===== src/sv/rxs_pkg.sv =====
// Shared types, constants and key selection for the record exchange sort core.
package rxs_pkg;

  localparam int MAX_RECORDS = 64;
  localparam int KEY_W       = 16;
  localparam int TDATA_W     = 72;
  localparam int CFG_IDX_W   = 1;
  localparam int CFG_DATA_W  = 2;

  // Register indexes on the configuration port
  localparam logic [CFG_IDX_W-1:0] REG_SORT_KEY   = 1'b0;
  localparam logic [CFG_IDX_W-1:0] REG_DESCENDING = 1'b1;

  typedef enum logic [1:0] {
    KEY_PH   = 2'd0,
    KEY_COND = 2'd1,
    KEY_TURB = 2'd2,
    KEY_COLI = 2'd3
  } key_sel_t;

  // Packed with tag in the lowest bits, matching the beat layout
  typedef struct packed {
    logic [15:0] coliforms;
    logic [15:0] turbidity;
    logic [15:0] conductivity;
    logic [10:0] ph_centi;
    logic [7:0]  tag;
  } record_t;

  localparam int REC_W = $bits(record_t);

  function automatic logic [KEY_W-1:0] key_of(input record_t r, input key_sel_t sel);
    logic [KEY_W-1:0] k;
    case (sel)
      KEY_PH:   k = {5'b0, r.ph_centi};
      KEY_COND: k = r.conductivity;
      KEY_TURB: k = r.turbidity;
      KEY_COLI: k = r.coliforms;
      default:  k = r.coliforms;
    endcase
    return k;
  endfunction

endpackage


===== src/sv/rxs_cmp.sv =====
// Shared compare unit: picks the sort key of two records and decides a swap.
module rxs_cmp (
  input  rxs_pkg::record_t  rec_a,
  input  rxs_pkg::record_t  rec_b,
  input  rxs_pkg::key_sel_t sort_key,
  input  logic              descending,
  output logic              swap
);

  logic [rxs_pkg::KEY_W-1:0] key_a;
  logic [rxs_pkg::KEY_W-1:0] key_b;

  assign key_a = rxs_pkg::key_of(rec_a, sort_key);
  assign key_b = rxs_pkg::key_of(rec_b, sort_key);
  assign swap  = descending ? (key_a < key_b) : (key_a > key_b);

endmodule


===== config.mk =====
export PLATFORM = sky130hd
export DESIGN_NAME = rxs_cmp
export DESIGN_NICKNAME = d
export VERILOG_FILES = /design/src/sv/rxs_pkg.sv /design/src/sv/rxs_cmp.sv
export SDC_FILE = /design/constraint.sdc
export NUM_CORES = 1
export LEC_CHECK = 0
export ABC_CLOCK_PERIOD_IN_PS = 4300
export BUFFER_PORTS_ARGS = -buffer_cell sky130_fd_sc_hd__buf_4
export CORE_MARGIN = 1
export CORE_UTILIZATION = 38
export DETAILED_ROUTE_END_ITERATION = 10
export GPL_ROUTABILITY_DRIVEN = 0
export PLACE_DENSITY = 0.91
export SYNTH_ARGS = -nofsm -noshare
export SYNTH_HDL_FRONTEND = slang
export SYNTH_SLANG_ARGS = --single-unit

===== constraint.sdc =====
create_clock -name vclk -period 4.3
set_input_delay 0.645 -clock vclk [all_inputs]
set_output_delay 0.645 -clock vclk [all_outputs]
set_load 0.02 [all_outputs]

==> flow_summary_export.csv <==
group,metric,value,unit
finish,clock_buffers,0,
drt,route.detailed.drc,8,
clock_tree,ctsResizeCount,0,
drt,antenna_left,0,
global_route,grt_pass1_wl,5658,microns
sta,tightest_slew,0.4983,ns
finish,area_growth_syn_to_layout,77.82,%
status,status,"complete, but fails checks",
finish,fillers,221,
status,violations,"DRC",
yosys,yosysMostFrequentCell,"mux4_2",
floorplanning,die_h,57.58,microns
finish,fin_area,2087,sq um
yosys,syn_avg_cell_area,11.39,sq um
finish,final_nets,372,
sta,post-route-min-period,3.767,ns
sta,maxSlewViolCount,0,
setup_path,worstPathCellList,"buf_4 -> mux4_2 -> inv_1 -> ha_1 -> nor2b_2 -> o211ai_2 -> a2111oi_4 -> nor4b_2 -> mux2_1 -> buf_4",
finish,postLayoutCoreUtil,0.7377,
placement,hpwl,3241,microns
clock_tree,cts-hold-fix-buffers,0,
floorplanning,initial_core_util,0.4149,
setup_path,cp_max_fo,33,
drt,first_pass_iters,7,
clock_tree,post_cts_buffers,0,
job,max_cap_viol_count,0,
sta,fin_crit_sh,0.8761,
drt,routedWlPerCell,14.65,microns
sta,hold_violations,0,
finish,ff_latch_area,0,sq um
yosys,synth_top_area_cell,"mux4_2",
power,p_leak,1.045,nW
setup_path,cp_common_cell,"buf_4",
global_route,antenna_found_initial,0,
sta,worst_slack,0.5329,ns
yosys,syn_nets,256,
floorplanning,core,2829,sq um
yosys,yosysSeqAreaShare,0,
finish,drive_gt1_frac,0.7051,
finish,seq_cells,0,
yosys,synth_cell_type_count,24,
floorplanning,dieArea,3315,sq um
yosys,synth-warning-count,0,
setup_path,endpoint_kind,"output port",
drt,initialDrtViolationCount,53,
placement,placed_area,2087,sq um
drt,totalWireLength,3634,microns
sta,max_freq,265.5,MHz
placement,preCtsSetupSlack,0.5240,ns
drt,vias,1376,
setup_path,worstPathRequired,3.65,ns
floorplanning,die_w,57.58,microns
power,pwr_density_cell,107.5,nW/um^2
setup_path,start_kind,"primary input",
power,ir_worst_vdd,0.06143,mV
setup_path,crit_buf_inv,3,
finish,antenna_cells,0,
setup_path,cp.arrival,3.12,ns
setup_path,slowest_delay,0.56,ns
sta,finalSetupTns,0,ns
yosys,yosysTopAreaCellShare,0.4222,
setup_path,crit_type,"in2out",
hold_path,hold_class,"in2out",
global_route,grtUsageTotal,0.2161,
global_route,grt_max_degree,34,
yosys,yosys-top-cells-count,"mux4_2, ha_1, inv_1",
yosys,syn_inst,103,
yosys,syn_area,1174,sq um
floorplanning,pin_count,138,
drt,vias_per_cell,5.548,
yosys,yosys-top-cells-area,"mux4_2, ha_1, mux2_1",
sta,rsz0062_at_grt,"no",
global_route,gr-total-overflow,0,
floorplanning,num_rows,19,
sta,setup_viol,0,
global_route,grt_pass1_vias,1461,
sta,slew_headroom,0.6678,
placement,port_buffers,122,
setup_path,slowest_stage,"mux4_2",
setup_path,crit_family,"multiplexers",
[kinds of logic after synthesis]
logic type                 share of synthesized area
AOI/OAI and AO/OA                             0.1482
and+or+nand+nor                              0.07675
muxes                                         0.5277
buffers and inverters                        0.07675
adders and majority gates                     0.1706
[worst paths after layout]
check / start / endpoint / slack [ns] / cells after the start
hold / removal: descending / swap / 1.63 / 3
setup / recovery: sort_key[1] / swap / 0.53 / 10
[stage by stage]
step / hold slack [ns] / power, mW / std cells
2_1_floorplan: 1.500 / 0.1243 / 103
3_3_place_gp: 1.623 / 0.2195 / 248
3_5_place_dp: 1.625 / 0.2261 / 248
4_1_cts: 1.625 / 0.2270 / 248
5_1_grt: 1.639 / 0.2466 / 248
6_report: 1.627 / 0.2244 / 248
[report_power, final]
| group | leakage [nW] | total (mW) | internal [mW] | switching, mW |
|---|---|---|---|---|
| sequential | 0 | 0 | 0 | 0 |
| combinational | 1.05 | 0.224 | 0.145 | 0.0798 |
| clock | 0 | 0 | 0 | 0 |
[layout by cell type, fill, tap and decap left out, types with 2 or more instances in the layout]
cell     instances
mux2_1           8
a21oi_1          6
mux4_2          22
buf_4          123
nand4_1          3
a22o_1           5
a22oi_1          5
ha_1            16
mux2_2           3
inv_1           11
a21o_1           2
nand3_1          3
[layer usage]
layer  up-vias  GRT usage  routed length [microns]
li1        661          -                        -
met2        80     0.4718                     2050
met5         -          0                        0
met1       629     0.2063                     1181
met4         0    0.03136                       49
met3         6    0.03401                      353
[worst min-delay path: cells and delay by family]
family   cells  cell delay [ns]
buf+inv      2             0.22
mux          1             0.11
[area by class of cell]
cell class,instances,area [sq um],share of cell area
Inverter,11,41.29,0.01978
Multi-Input combinational cell,83,1084,0.5192
Tap cell,31,38.79,0.01859
Timing Repair Buffer,123,923.4,0.4424
(Power assumes the default switching activity.)
