## config.mk

```make
export PLATFORM = sky130hd
export DESIGN_NAME = rxs_store
export DESIGN_NICKNAME = d
export VERILOG_FILES = /design/src/sv/rxs_pkg.sv /design/src/sv/rxs_store.sv
export SDC_FILE = /design/constraint.sdc
export NUM_CORES = 2
export LEC_CHECK = 0
export BUFFER_PORTS_ARGS = -buffer_cell sky130_fd_sc_hd__buf_2
export CORE_UTILIZATION = 35
export CTS_BUF_LIST = sky130_fd_sc_hd__clkbuf_2
export DETAILED_ROUTE_END_ITERATION = 10
export GPL_ROUTABILITY_DRIVEN = 0
export MAX_ROUTING_LAYER = met4
export PLACE_DENSITY = 0.52
export RECOVER_POWER = 25
export SLEW_MARGIN = 20
export SYNTH_ARGS = -nofsm -noshare
export SYNTH_HDL_FRONTEND = slang
export SYNTH_MEMORY_MAX_BITS = 65536
export SYNTH_SLANG_ARGS = --single-unit
```

## constraint.sdc

```tcl
create_clock -name clk -period 13.08 [get_ports clk]
set_clock_uncertainty 0.05 [all_clocks]
set_input_delay 1.308 -clock clk [delete_from_list [all_inputs] [get_ports clk]]
set_output_delay 1.308 -clock clk [all_outputs]
set_load 0.02 [all_outputs]
```

## src/sv/rxs_pkg.sv

```systemverilog
// Shared types, constants and key selection for the record exchange sort core.
package rxs_pkg;

  localparam int MAX_RECORDS = 64;
  localparam int KEY_W       = 16;
  localparam int TDATA_W     = 72;
  localparam int CFG_IDX_W   = 1;
  localparam int CFG_DATA_W  = 2;

  // Register indexes on the configuration port
  localparam logic [CFG_IDX_W-1:0] REG_SORT_KEY   = 1'b0;
  localparam logic [CFG_IDX_W-1:0] REG_DESCENDING = 1'b1;

  typedef enum logic [1:0] {
    KEY_PH   = 2'd0,
    KEY_COND = 2'd1,
    KEY_TURB = 2'd2,
    KEY_COLI = 2'd3
  } key_sel_t;

  // Packed with tag in the lowest bits, matching the beat layout
  typedef struct packed {
    logic [15:0] coliforms;
    logic [15:0] turbidity;
    logic [15:0] conductivity;
    logic [10:0] ph_centi;
    logic [7:0]  tag;
  } record_t;

  localparam int REC_W = $bits(record_t);

  function automatic logic [KEY_W-1:0] key_of(input record_t r, input key_sel_t sel);
    logic [KEY_W-1:0] k;
    case (sel)
      KEY_PH:   k = {5'b0, r.ph_centi};
      KEY_COND: k = r.conductivity;
      KEY_TURB: k = r.turbidity;
      KEY_COLI: k = r.coliforms;
      default:  k = r.coliforms;
    endcase
    return k;
  endfunction

endpackage

```

## src/sv/rxs_store.sv

```systemverilog
// Record store: one write port, one read port with registered read data.
module rxs_store #(
  parameter int DEPTH = rxs_pkg::MAX_RECORDS
) (
  input  logic                     clk,
  input  logic                     we,
  input  logic [$clog2(DEPTH)-1:0] waddr,
  input  rxs_pkg::record_t         wdata,
  input  logic                     re,
  input  logic [$clog2(DEPTH)-1:0] raddr,
  output rxs_pkg::record_t         rdata
);

  rxs_pkg::record_t mem [DEPTH];

  always_ff @(posedge clk) begin
    if (we) begin
      mem[waddr] <= wdata;
    end
  end

  always_ff @(posedge clk) begin
    if (re) begin
      rdata <= mem[raddr];
    end
  end

endmodule

```

==> run metrics <==
status=complete, but fails checks; failing checks=max-capacitance violations, max-slew violations; Yosys reg bits=between 4k and 5k; clk slew on worst S/H paths=approximately 110 ps; CP Cell Sequence=buf_2; post_cts resized=0; Synth Area in Adders=0; Syn Inst Count=a little over 7k; Avg Cell Area, Syn=23.18 um^2; worst-path fanout max=5; crit start category=register; initial core utilization=0.3518; HPWL after detailed placement=265200 um; post-synth top area share=0.7944; I/O Buffers=148; Data arrival, critical path=3340 ps; RSZ-0062 raised after global routing=false; Layout Cells excl Fill=15.30k; die span in y=687.8 um; grt ovf=0; mapped cell area=roughly 160000 um^2; Final Setup Violations=0; # IOs=about 150; clock sinks=4355; share of layout cells above drive strength 1=0.3527; Min-Delay Path Class=input pin to register; commonest non-fill, non-tap cell in the layout=edfxtp_1; P&R area growth vs syn=12.10%; Root Buffer Master=clkbuf_2; DRC Markers=0; largest cells by area after synthesis=edfxtp_1 79%, mux4_2 15%, mux2i_1 0.88%; final number of hold-violating endpoints=0; Slew Limit Fails=around 2.8k; Slowest cell on crit path=edfxtp_1; Synth Net Count=7184; MaxCap Viol Count=45; clk buf depth=5; FMAX=approximately 210 MHz; total wire length=between 500000 and 600000 um; DIE WIDTH=687.8 um; largest family of logic cells by synthesized area=multiplexers; worst path bufs/invs=1; Place WS=7406 ps; Filler Cell Count=between 40k and 50k; Skew-Pair Late Insertion Delay=about 2400 ps; most frequent cells in the layout=4355 x edfxtp_1, 1635 x clkbuf_2, 1072 x mux4_2, 204 x buf_4, 191 x nand2_1; Via Count=86.16k; crit end category=primary output; Nets=between 8k and 9k; Total GRT Usage=0.2279; CTS tree=yes; post-route ant nets=0; Seq/Total Area, Yosys=0.7944; Max-slew headroom=-1.021; hold slack=281.7 ps; Vias per Instance=5.633; worst slew pin tran=3031 ps; die area=about 470000 um^2; CTS H-tree lvls=7; Worst Setup Slack, final=about 8400 ps; final setup TNS=0 ps; cell family contributing the most delay on the critical path=flip-flops; drt pass-1 iters=5; Simple-Gate Fraction of Synth Area=0.02094; Compound-Gate Fraction of Synth Area=0.01708; Yosys warning count=0; core footprint=approximately 470000 um^2; initial DRC count=9796; initial antenna violation count=46; largest area contributor in the netlist=edfxtp_1; xor-xnor portion of the synthesized cell area=0; vias in the first global route=89.68k; CP peak stage delay=between 700 and 800 ps; hold buffer count at CTS=151; LEAKAGE=just under 0.06 uW; total CTS buffers=roughly 1.2k; WL per Instance=~34 um; Rows=between 200 and 300; worst setup path class=register to primary output; Peak VDD IR=a little under 0.08 mV; Power Density=~140 nW/um^2; count of unique library cells instantiated by Yosys=33; post-CTS setup buffers=0; Worst EP required=between 10000 and 15000 ps; min Tclk post-route=roughly 4700 ps; first-pass GRT wire length=slightly above 700000 um; multiplexer share of the synthesized area=0.1555; largest net degree at the start of global routing=115; placed cell count=roughly 13k; Final period util=0.3592
kinds of logic (layout without fill, tap and decap cells):
group	after synthesis	in the layout
other	0	48
AO/OA/AOI/OAI	393	393
buffers and inverters	425	2374
flip-flops	4355	4355
AND/OR/NAND/NOR	712	712
multiplexers	1217	1217
sequential cells by signal (all words and copies together), names as in the netlist:
name / count
rdata: 67
mem: 4288
cells in the mapped netlist, drive strengths merged:
library cell and count:
or2 30, inv 20, a41oi 28, or3 31, nor2 116, nand4 87, and2 2, buf 238
clkbuf 167, nand3b 2, o22ai 86, mux2 1, a2bb2oi 20, or3b 1, a22oi 134, nand3 187
o21ai 48, mux2i 144, a2111oi 1, nor3 2, nor2b 27, and3 20, a211oi 19, mux4 1072
o221ai 37, nand4b 1, nand2b 11, edfxtp 4355, a31oi 20, nand2 195
metal layers:
| metal | routed length, um | share of wire | global-route usage |
|---|---|---|---|
| met1 | 209000 | 0.40 | 0.2896 |
| met5 | 0 | 0 | - |
| met2 | 261100 | 0.50 | 0.3678 |
| met3 | 36220 | 0.069 | 0.03927 |
| met4 | 15920 | 0.030 | 0.08697 |
where the power goes:
group | internal (uW) | total (uW) | leakage (uW) | switching, uW
logic | 487 | 1390 | 0.0119 | 902
registers | 15500 | 15500 | 0.0392 | 58.7
clock network | 3460 | 8880 | 0.00730 | 5420
metrics by stage:
step,util,total power (uW),cell area (um^2)
after floorplan,-,16550,164600
after global placement,0.3711,17170,173600
after detailed placement,0.3712,17190,173700
after CTS,0.3942,26060,184500
after global routing,0.3943,26790,184500
final,0.3944,25810,184500
final timing paths:
path,from,end,slack (ps),cells past startpoint
hold reg to reg,mem[42][47],rdata[47],720,4
hold / removal,wdata[18],mem[16][18],280,2
setup reg to reg,mem[62][15],rdata[15],9910,7
setup / recovery,rdata[22],rdata[22],8380,1
cell type report:
class	count	area (um^2)	share of cell area
sequential	4355	130800	0.7087
multi-input combinational	2322	32410	0.1757
clock buffer	1635	8183	0.04434
tap	6198	7755	0.04202
timing repair buffer	530	4238	0.02297
clock inverter	189	972.2	0.005268
antenna	48	120.1	0.0006509
inverter	20	75.07	0.0004068
Power figures use the tool's default switching activity.
